===== src/hdl/hsvg_pkg.sv =====
// Shared types, constants and a helper function for the HSV saturation/value gain block.
package hsvg_pkg;

	localparam int COMP_W = 8;
	localparam int GAIN_W = 9;
	localparam int DATA_W = 3 * COMP_W;
	localparam int ADDR_W = 3;
	localparam int PDATA_W = 32;
	localparam int NUM_STAGES = 11;

	localparam logic [GAIN_W-1:0] GAIN_UNITY = 9'd100;

	localparam logic REG_SAT_GAIN = 1'b0;
	localparam logic REG_VAL_GAIN = 1'b1;

	localparam logic [17:0] DIV100_MUL = 18'd167773;
	localparam logic [10:0] DIV60_MUL = 11'd1093;
	localparam logic [12:0] DIV15_MUL = 13'd4370;

	localparam logic [8:0] HUE_FULL = 9'd360;
	localparam logic [8:0] HUE_GREEN = 9'd120;
	localparam logic [8:0] HUE_BLUE = 9'd240;

	localparam logic [2:0] SECT_0 = 3'd0;
	localparam logic [2:0] SECT_1 = 3'd1;
	localparam logic [2:0] SECT_2 = 3'd2;
	localparam logic [2:0] SECT_3 = 3'd3;
	localparam logic [2:0] SECT_4 = 3'd4;
	localparam logic [2:0] SECT_5 = 3'd5;

	typedef enum logic [1:0] {
		MAX_R = 2'd0,
		MAX_G = 2'd1,
		MAX_B = 2'd2
	} maxsel_t;

	typedef struct packed {
		logic [15:0] sat_num;
		logic [7:0]  sat_rem;
		logic [7:0]  sat_q;
		logic [7:0]  mx;
		logic [13:0] hue_num;
		logic [7:0]  hue_rem;
		logic [5:0]  hue_q;
		logic [7:0]  d;
		logic        neg;
		maxsel_t     msel;
	} dctx_t;

	typedef struct packed {
		logic              byp;
		logic [DATA_W-1:0] rgb;
	} pass_t;

	typedef struct packed {
		logic [7:0] rem;
		logic       qb;
	} dstep_t;

	function automatic dstep_t dstep(input logic [7:0] rem, input logic bin,
			input logic [7:0] dv);
		logic [8:0] t;
		dstep_t r;
		t = {rem, bin};
		if (t >= {1'b0, dv}) begin
			r.rem = 8'(t - {1'b0, dv});
			r.qb = 1'b1;
		end else begin
			r.rem = t[7:0];
			r.qb = 1'b0;
		end
		return r;
	endfunction

endpackage


===== src/hdl/hsv_saturation_value_gain_top.sv =====
// Each accepted input word reaches the output through the registers of stages 1 to 11 in order.
// Throughput: one word per cycle; each stage stalls only when the stage after it is full.
// The two divisions run as restoring dividers, two quotient bits per stage, over stages 2 to 5 (hue: 2 to 4).
// Reset clears all stage valid bits and sets both gain registers to 100 percent.
// Top level: pipelined RGB to HSV, saturation and value gain, HSV to RGB.
module hsv_saturation_value_gain_top (
	input  logic                          clk,
	input  logic                          arst_n,
	input  logic                          psel,
	input  logic                          penable,
	input  logic                          pwrite,
	input  logic [hsvg_pkg::ADDR_W-1:0]   paddr,
	input  logic [hsvg_pkg::PDATA_W-1:0]  pwdata,
	output logic [hsvg_pkg::PDATA_W-1:0]  prdata,
	output logic                          pready,
	input  logic                          s_axis_tvalid,
	output logic                          s_axis_tready,
	input  logic [hsvg_pkg::DATA_W-1:0]   s_axis_tdata,   // red_in, green_in, blue_in
	output logic                          m_axis_tvalid,
	input  logic                          m_axis_tready,
	output logic [hsvg_pkg::DATA_W-1:0]   m_axis_tdata    // red_out, green_out, blue_out
);
	import hsvg_pkg::*;

	logic [GAIN_W-1:0] sat_gain_q;
	logic [GAIN_W-1:0] val_gain_q;
	logic              cfg_wr;

	logic [NUM_STAGES:1] vld_s;
	logic [NUM_STAGES:1] adv;

	dctx_t dctx_s [1:5];
	pass_t pass_s [1:10];

	logic [8:0]  h_s6;
	logic [16:0] sprod_s6;
	logic [16:0] vprod_s6;

	logic [7:0]  sat_s7;
	logic [7:0]  val_s7;
	logic [8:0]  h_s7;
	logic [2:0]  sect_s7;

	logic [7:0]  sat_s8;
	logic [7:0]  val_s8;
	logic [2:0]  sect_s8;
	logic [7:0]  rem_s8;
	logic [7:0]  p_s8;

	logic [7:0]  sr_s9;
	logic [7:0]  st_s9;
	logic [7:0]  val_s9;
	logic [7:0]  p_s9;
	logic [2:0]  sect_s9;
	logic        satz_s9;

	logic [7:0]  q_s10;
	logic [7:0]  t_s10;
	logic [7:0]  val_s10;
	logic [7:0]  p_s10;
	logic [2:0]  sect_s10;
	logic        satz_s10;

	logic [DATA_W-1:0] out_s11;

	// configuration port
	assign pready = 1'b1;
	assign cfg_wr = psel & penable & pwrite & pready;

	always_ff @(posedge clk or negedge arst_n) begin
		if (!arst_n) begin
			sat_gain_q <= GAIN_UNITY;
			val_gain_q <= GAIN_UNITY;
		end else if (cfg_wr) begin
			unique case (paddr[2])
				REG_SAT_GAIN: sat_gain_q <= pwdata[GAIN_W-1:0];
				default:      val_gain_q <= pwdata[GAIN_W-1:0];
			endcase
		end
	end

	always_comb begin
		unique case (paddr[2])
			REG_SAT_GAIN: prdata = {{(PDATA_W-GAIN_W){1'b0}}, sat_gain_q};
			default:      prdata = {{(PDATA_W-GAIN_W){1'b0}}, val_gain_q};
		endcase
	end

	// stage handshake
	always_comb begin
		adv[NUM_STAGES] = !vld_s[NUM_STAGES] || m_axis_tready;
		for (int k = NUM_STAGES - 1; k >= 1; k--) begin
			adv[k] = !vld_s[k] || adv[k+1];
		end
	end

	assign s_axis_tready = adv[1];
	assign m_axis_tvalid = vld_s[NUM_STAGES];
	assign m_axis_tdata = out_s11;

	always_ff @(posedge clk or negedge arst_n) begin
		if (!arst_n) begin
			vld_s <= '0;
		end else begin
			if (adv[1]) begin
				vld_s[1] <= s_axis_tvalid;
			end
			for (int k = 2; k <= NUM_STAGES; k++) begin
				if (adv[k]) begin
					vld_s[k] <= vld_s[k-1];
				end
			end
		end
	end

	// stage 1: max, min, delta, saturation and hue numerators
	logic [7:0]  r_in, g_in, b_in;
	logic [7:0]  mx_c, mn_c, d_c, absd_c;
	logic        neg_c;
	maxsel_t     msel_c;
	dctx_t       dctx_c;
	pass_t       pass_c;

	assign r_in = s_axis_tdata[7:0];
	assign g_in = s_axis_tdata[15:8];
	assign b_in = s_axis_tdata[23:16];

	always_comb begin
		if (r_in >= g_in && r_in >= b_in) begin
			msel_c = MAX_R;
			mx_c = r_in;
			neg_c = g_in < b_in;
			absd_c = neg_c ? 8'(b_in - g_in) : 8'(g_in - b_in);
		end else if (g_in >= b_in) begin
			msel_c = MAX_G;
			mx_c = g_in;
			neg_c = b_in < r_in;
			absd_c = neg_c ? 8'(r_in - b_in) : 8'(b_in - r_in);
		end else begin
			msel_c = MAX_B;
			mx_c = b_in;
			neg_c = r_in < g_in;
			absd_c = neg_c ? 8'(g_in - r_in) : 8'(r_in - g_in);
		end
		mn_c = (r_in <= g_in) ? ((r_in <= b_in) ? r_in : b_in)
			: ((g_in <= b_in) ? g_in : b_in);
		d_c = 8'(mx_c - mn_c);

		dctx_c.sat_num = {d_c, 8'd0} - {8'd0, d_c};
		dctx_c.sat_rem = dctx_c.sat_num[15:8];
		dctx_c.sat_q = '0;
		dctx_c.mx = mx_c;
		dctx_c.hue_num = {absd_c, 6'd0} - {4'd0, absd_c, 2'd0};
		dctx_c.hue_rem = dctx_c.hue_num[13:6];
		dctx_c.hue_q = '0;
		dctx_c.d = d_c;
		dctx_c.neg = neg_c;
		dctx_c.msel = msel_c;

		pass_c.byp = (sat_gain_q == GAIN_UNITY) && (val_gain_q == GAIN_UNITY);
		pass_c.rgb = s_axis_tdata;
	end

	always_ff @(posedge clk) begin
		if (adv[1]) begin
			dctx_s[1] <= dctx_c;
			pass_s[1] <= pass_c;
		end
	end

	// stages 2 to 5: two quotient bits per stage (hue quotient only in stages 2 to 4)
	for (genvar k = 2; k <= 5; k++) begin : g_div
		localparam int SHI = 11 - 2 * k;
		localparam int SLO = 10 - 2 * k;
		localparam int HHI = (k <= 4) ? 9 - 2 * k : 0;
		localparam int HLO = (k <= 4) ? 8 - 2 * k : 0;

		dctx_t  nxt;
		dstep_t sa, sb, ha, hb;

		always_comb begin
			nxt = dctx_s[k-1];
			sa = dstep(nxt.sat_rem, nxt.sat_num[SHI], nxt.mx);
			sb = dstep(sa.rem, nxt.sat_num[SLO], nxt.mx);
			nxt.sat_rem = sb.rem;
			nxt.sat_q[SHI] = sa.qb;
			nxt.sat_q[SLO] = sb.qb;
			ha = dstep(nxt.hue_rem, nxt.hue_num[HHI], nxt.d);
			hb = dstep(ha.rem, nxt.hue_num[HLO], nxt.d);
			if (k <= 4) begin
				nxt.hue_rem = hb.rem;
				nxt.hue_q[HHI] = ha.qb;
				nxt.hue_q[HLO] = hb.qb;
			end
		end

		always_ff @(posedge clk) begin
			if (adv[k]) begin
				dctx_s[k] <= nxt;
				pass_s[k] <= pass_s[k-1];
			end
		end
	end

	// stage 6: hue and gain products
	logic [8:0] hq_c;
	logic [8:0] h_c;
	logic [7:0] satr_c;
	logic       gray_c;

	always_comb begin
		gray_c = dctx_s[5].d == 8'd0;
		hq_c = {3'd0, dctx_s[5].hue_q};
		case (dctx_s[5].msel)
			MAX_R: begin
				if (!dctx_s[5].neg || hq_c == 9'd0) begin
					h_c = dctx_s[5].neg ? 9'd0 : hq_c;
				end else begin
					h_c = HUE_FULL - hq_c;
				end
			end
			MAX_G: h_c = dctx_s[5].neg ? HUE_GREEN - hq_c : HUE_GREEN + hq_c;
			default: h_c = dctx_s[5].neg ? HUE_BLUE - hq_c : HUE_BLUE + hq_c;
		endcase
		if (gray_c) begin
			h_c = 9'd0;
		end
		satr_c = gray_c ? 8'd0 : dctx_s[5].sat_q;
	end

	always_ff @(posedge clk) begin
		if (adv[6]) begin
			h_s6 <= h_c;
			sprod_s6 <= 17'(satr_c) * 17'(sat_gain_q);
			vprod_s6 <= 17'(dctx_s[5].mx) * 17'(val_gain_q);
			pass_s[6] <= pass_s[5];
		end
	end

	// stage 7: divide by 100 and clamp, hue sector
	logic [34:0] sdiv_c, vdiv_c;
	logic [19:0] hsec_c;

	always_comb begin
		sdiv_c = 35'(sprod_s6) * 35'(DIV100_MUL);
		vdiv_c = 35'(vprod_s6) * 35'(DIV100_MUL);
		hsec_c = 20'(h_s6) * 20'(DIV60_MUL);
	end

	always_ff @(posedge clk) begin
		if (adv[7]) begin
			sat_s7 <= (sdiv_c[34:24] > 11'd255) ? 8'd255 : sdiv_c[31:24];
			val_s7 <= (vdiv_c[34:24] > 11'd255) ? 8'd255 : vdiv_c[31:24];
			h_s7 <= h_s6;
			sect_s7 <= hsec_c[18:16];
			pass_s[7] <= pass_s[6];
		end
	end

	// stage 8: fraction within the sector, p
	logic [8:0]  base_c;
	logic [5:0]  m_c;
	logic [24:0] rprod_c;
	logic [15:0] pprod_c;

	always_comb begin
		base_c = {sect_s7, 6'd0} - {4'd0, sect_s7, 2'd0};
		m_c = 6'(h_s7 - base_c);
		rprod_c = 25'({m_c, 6'd0}) * 25'(DIV15_MUL);
		pprod_c = 16'(val_s7) * 16'(8'd255 - sat_s7);
	end

	always_ff @(posedge clk) begin
		if (adv[8]) begin
			sat_s8 <= sat_s7;
			val_s8 <= val_s7;
			sect_s8 <= sect_s7;
			rem_s8 <= rprod_c[23:16];
			p_s8 <= pprod_c[15:8];
			pass_s[8] <= pass_s[7];
		end
	end

	// stage 9: saturation times fraction
	logic [15:0] srprod_c, stprod_c;

	always_comb begin
		srprod_c = 16'(sat_s8) * 16'(rem_s8);
		stprod_c = 16'(sat_s8) * 16'(8'd255 - rem_s8);
	end

	always_ff @(posedge clk) begin
		if (adv[9]) begin
			sr_s9 <= srprod_c[15:8];
			st_s9 <= stprod_c[15:8];
			val_s9 <= val_s8;
			p_s9 <= p_s8;
			sect_s9 <= sect_s8;
			satz_s9 <= sat_s8 == 8'd0;
			pass_s[9] <= pass_s[8];
		end
	end

	// stage 10: q and t
	logic [15:0] qprod_c, tprod_c;

	always_comb begin
		qprod_c = 16'(val_s9) * 16'(8'd255 - sr_s9);
		tprod_c = 16'(val_s9) * 16'(8'd255 - st_s9);
	end

	always_ff @(posedge clk) begin
		if (adv[10]) begin
			q_s10 <= qprod_c[15:8];
			t_s10 <= tprod_c[15:8];
			val_s10 <= val_s9;
			p_s10 <= p_s9;
			sect_s10 <= sect_s9;
			satz_s10 <= satz_s9;
			pass_s[10] <= pass_s[9];
		end
	end

	// stage 11: sector select into the output register
	logic [DATA_W-1:0] rgb_c;

	always_comb begin
		case (sect_s10)
			SECT_0:  rgb_c = {p_s10, t_s10, val_s10};
			SECT_1:  rgb_c = {p_s10, val_s10, q_s10};
			SECT_2:  rgb_c = {t_s10, val_s10, p_s10};
			SECT_3:  rgb_c = {val_s10, q_s10, p_s10};
			SECT_4:  rgb_c = {val_s10, p_s10, t_s10};
			default: rgb_c = {q_s10, p_s10, val_s10};
		endcase
		if (satz_s10) begin
			rgb_c = {val_s10, val_s10, val_s10};
		end
		if (pass_s[10].byp) begin
			rgb_c = pass_s[10].rgb;
		end
	end

	always_ff @(posedge clk) begin
		if (adv[11]) begin
			out_s11 <= rgb_c;
		end
	end

`ifndef SYNTHESIS
	a_ready_when_drained: assert property (@(posedge clk) disable iff (!arst_n)
		!vld_s[NUM_STAGES] |-> s_axis_tready)
		else $error("input stalled with an empty output stage");

	a_hue_range: assert property (@(posedge clk) disable iff (!arst_n)
		vld_s[6] |-> h_s6 < HUE_FULL)
		else $error("hue out of range");

	a_gray_sat: assert property (@(posedge clk) disable iff (!arst_n)
		vld_s[5] && dctx_s[5].d == 8'd0 && adv[6] |=> sprod_s6 == 17'd0)
		else $error("gray input produced nonzero saturation");

	a_sector_range: assert property (@(posedge clk) disable iff (!arst_n)
		vld_s[7] |-> sect_s7 <= SECT_5)
		else $error("hue sector out of range");

	a_rem_range: assert property (@(posedge clk) disable iff (!arst_n)
		vld_s[8] |-> rem_s8 <= 8'd251)
		else $error("sector fraction out of range");
`endif

endmodule


===== config.mk =====
export PLATFORM = sky130hd
export DESIGN_NAME = hsv_saturation_value_gain_top
export DESIGN_NICKNAME = d
export VERILOG_FILES = /design/src/hdl/hsvg_pkg.sv /design/src/hdl/hsv_saturation_value_gain_top.sv
export SDC_FILE = /design/constraint.sdc
export NUM_CORES = 2
export LEC_CHECK = 0
export BUFFER_PORTS_ARGS = -buffer_cell sky130_fd_sc_hd__buf_4
export CAP_MARGIN = 10
export CORE_MARGIN = 5
export CORE_UTILIZATION = 45
export CTS_BUF_LIST = sky130_fd_sc_hd__clkbuf_16
export DETAILED_ROUTE_END_ITERATION = 12
export HOLD_SLACK_MARGIN = 0.1
export SLEW_MARGIN = 20
export SYNTH_ARGS = -nofsm -noshare
export SYNTH_HDL_FRONTEND = slang
export SYNTH_SLANG_ARGS = --single-unit

===== constraint.sdc =====
create_clock -name clk -period 8.8 [get_ports clk]
set_input_delay 1.32 -clock clk [delete_from_list [all_inputs] [get_ports clk]]
set_output_delay 1.32 -clock clk [all_outputs]
set_load 0.02 [all_outputs]

==> run summary <==
• 36.8k — vias in the first global route
• false — unrepaired setup endpoints after global routing
• sky130_fd_sc_hd__fa_1 — crit-path most repeated cell
• inv_1 > fa_1 > fa_1 > fa_1 > inv_1 > fa_1 > fa_1 > inv_1 > fa_1 > inv_1 > ha_1 > a21o_1 > a21o_1 > a21oi_1 > o221ai_1 > a21oi_1 > o21ai_1 > a311o_1 > o21ai_1 > nor2_1 > a21o_1 — Critical Path, Cell by Cell
• 6402 — number of nets in the layout
• 366 um — die width
• 75 — count of input and output buffers
• sky130_fd_sc_hd__edfxtp_1 — top flip-flop cell by instance count after synthesis
• 110 mm — total wirelength of the detailed-routed design
• 0 — GRT overflow
• 16.8% — GRT Resource Usage Total
• 0 — count of yosys warnings during synthesis
• 187 mm — wire length of the first global-routing pass
• 5 — first-pass iteration count of the detailed router
• 689 — number of clock sinks
• 0 — final setup violating endpoints
• 0 — antenna viol nets, final
• 3 — total number of H-tree levels
• 125 — I/O pin total
• 86.8 mm — half-perimeter wire length after detailed placement
• 11.3k — Fill cells
• flip-flop — Worst Setup End Kind
• 366 um — height of the die
• sky130_fd_sc_hd__edfxtp_1 — cell with the largest stage delay on the worst path
• completed — result of the run
• 0.06 ns — clock-pin slew of the registers on the worst-case setup and hold paths
• flip-flop to flip-flop — kind of path behind the tightest hold check
• 20600 sq um — combined flip-flop and latch cell area
• 0 — count of maximum capacitance violations
• 0 — number of failing hold endpoints at the final stage
• sky130_fd_sc_hd__edfxtp_1 — largest area contributor in the synthesized netlist
• 0 — number of cells upsized or downsized after cts
• 6.79 ns — final critical delay including setup and external delays
• 0.147 GHz — highest achievable clock rate
• 126000 sq um — area of the placeable core
• done — CTS tree
• 1 — number of antenna violations at the first check in global routing
• sky130_fd_sc_hd__inv_1 — most common cell in the synthesized netlist
• 34.8% — area share of the largest cell type after synthesis
• 0.66 ns — clock latency at the later pin of the worst-skew pair
• 956 x sky130_fd_sc_hd__inv_1, 750 x sky130_fd_sc_hd__ha_1, 660 x sky130_fd_sc_hd__edfxtp_1 — cell types with the highest counts after synthesis
• 8.45% — synthesis-to-layout area growth
• 32400 sq um — area of the multi-input gates
• 0.57 ns — biggest cell delay along the critical path
• 130 — row count
• flip-flop — startpoint kind of the worst setup timing path
• 0 — post-CTS setup repair buffer count
• 689 — number of storage elements in the synthesis netlist
• sky130_fd_sc_hd__clkbuf_16 — Clock Tree Root
• 76 — TritonCTS Buffers
• sky130_fd_sc_hd__edfxtp_1 35%, sky130_fd_sc_hd__fa_1 18%, sky130_fd_sc_hd__ha_1 16% — top area cells in the synthesized netlist
• 134000 sq um — die outline area
• 1.09 ns — pin slew with the least headroom to its limit
• 0 — Remaining DRCs
• 45.3% — initial standard-cell utilization of the core
• 27.5% — worst relative slew slack
• 34.4k — Vias
• 1661 — Initial DRC Count
• 0 — number of pins with negative max-slew slack in the final report
• flip-flop to flip-flop — kind of critical path
• 7.57% — fraction of layout instances using a drive strength above 1
• 4 — number of buffers and inverters on the critical path
• 57000 sq um — summed instance area of the synthesized netlist
• 73 — maximum number of pins on one net before global-route repair
• 6649 — number of cells in the design after placement
• 5009 — number of instances in the synthesized netlist
• 660 — EDFF count, synth
• 16.2 um — final routed wire length divided by cell count
• 0.889 — Routability Congestion
• 4.21% — fraction of registers with async set or reset after synthesis
• 8 — maximum net fanout on the critical path
• 6790 — post-layout instance count excluding filler cells
• 90 — number of library cell types mapped by synthesis
• 77.2% — final worst-path cycle share
• 0 ns — final total negative setup slack
• 0.408 ns — Min Hold Slack
• 11.4 sq um — mean cell area of the mapped netlist
• adder cells — CP top delay family
• 0.0432 ns — post-route clock skew
• 36.1% — sequential element share of the synthesized area
• 9.21 ns — required time of the critical path
• 0 — count of hold-fix buffers inserted at cts
• 5.06 — average vias per placed instance
• 7.20 ns — Worst Path Arrival
• 3 — CTS max path bufs
## worst register-to-register path, delay by kind of cell, from the launching register on
kind / cells / cell delay (ns)
AO/OA/AOI/OAI: 9 / 2.32
adder cells (fa/ha/maj): 7 / 3.25
buffers and inverters: 4 / 0.33
flip-flops: 1 / 0.57
AND/OR/NAND/NOR: 1 / 0.10
## flip-flops by register name, summed over array words and instances, names as in the netlist, 11 cells and up
register      flops
dctx_s          211
m_axis_tdata     24
pass_s          250
sprod_s6         17
vld_s            11
vprod_s6         17
## cells in the final DEF (no fill, tap or decap), types with 16 or more instances in the layout
| cell type | synthesis | layout |
|---|---|---|
| sky130_fd_sc_hd__o21a_1 | 27 | 27 |
| sky130_fd_sc_hd__a21o_1 | 55 | 55 |
| sky130_fd_sc_hd__mux2i_1 | 29 | 29 |
| sky130_fd_sc_hd__nor2_1 | 131 | 131 |
| sky130_fd_sc_hd__o21bai_1 | 20 | 20 |
| sky130_fd_sc_hd__edfxtp_1 | 660 | 660 |
| sky130_fd_sc_hd__and2_1 | 85 | 85 |
| sky130_fd_sc_hd__nor2b_1 | 181 | 181 |
| sky130_fd_sc_hd__o21ai_0 | 177 | 177 |
| sky130_fd_sc_hd__a22oi_1 | 35 | 35 |
| sky130_fd_sc_hd__nor3_1 | 37 | 37 |
| sky130_fd_sc_hd__o22ai_1 | 16 | 16 |
| sky130_fd_sc_hd__ha_1 | 750 | 750 |
| sky130_fd_sc_hd__xnor2_1 | 101 | 101 |
| sky130_fd_sc_hd__clkbuf_16 | 0 | 79 |
| sky130_fd_sc_hd__nand2b_1 | 149 | 149 |
| sky130_fd_sc_hd__a21oi_1 | 155 | 155 |
| sky130_fd_sc_hd__fa_1 | 509 | 509 |
| sky130_fd_sc_hd__dfrtp_1 | 23 | 23 |
| sky130_fd_sc_hd__xor2_1 | 66 | 66 |
| sky130_fd_sc_hd__buf_4 | 26 | 90 |
| sky130_fd_sc_hd__mux2_2 | 109 | 109 |
| sky130_fd_sc_hd__and3_1 | 46 | 46 |
| sky130_fd_sc_hd__nand2_1 | 241 | 238 |
| sky130_fd_sc_hd__nand4_1 | 35 | 35 |
| sky130_fd_sc_hd__inv_1 | 956 | 970 |
| sky130_fd_sc_hd__conb_1 | 2 | 24 |
| sky130_fd_sc_hd__nand3_1 | 55 | 52 |
## final cells by class
class | instances | area share [%]
well taps | 1650 | 3.34
flip-flops and latches | 689 | 33.3
clock buffers | 79 | 3.20
clock inverters | 60 | 0.856
diodes | 2 | 0.00810
inverters | 958 | 5.82
repair buffers | 90 | 1.09
multi-input cells | 3262 | 52.4
## layer usage
metal,wire length [um],track usage [%]
met2,54800,29.7
met3,3810,2.07
met1,48600,21.9
met4,2560,4.65
met5,0,0
## final timing paths
path                                from        endpoint  slack, ns  cells past startpoint
setup / recovery             sprod_s6[6]       sat_s7[3]       2.01                     21
hold / removal             pass_s[0][99]  pass_s[0][124]       0.41                      0
setup reg to reg             sprod_s6[6]       sat_s7[3]       2.01                     21
hold reg to reg            pass_s[0][99]  pass_s[0][124]       0.41                      0
max in group asynchronous         arst_n   sat_gain_q[5]       7.82                      1
min in group asynchronous         arst_n        vld_s[2]       0.62                      1
## kinds of logic (layout without fill, tap and decap cells)
family	Yosys count	count (layout)	synth area share (%)
AOI/OAI and AO/OA	628	628	7.09
and+or+nand+nor	1039	1039	9.75
adders and majority gates	1259	1259	34.3
DFF	689	689	36.1
muxes	145	145	2.86
xor gates and xnor gates	167	167	2.57
other	2	26	0.0132
buffers and inverters	1080	1187	7.30
## through the flow
stage / util (%) / setup WS (ns) / instance area, sq um
after floorplan: - / 0.670 / 57100
after global placement: 47.2 / 2.01 / 59300
after detailed placement: 47.2 / 1.99 / 59300
after CTS: 49.1 / 1.97 / 61800
after global routing: 49.2 / 1.65 / 61800
final: 49.2 / 2.01 / 61800
Power is not shown: default switching activity piles up to over one toggle a cycle in this logic, so the estimate is an artifact.
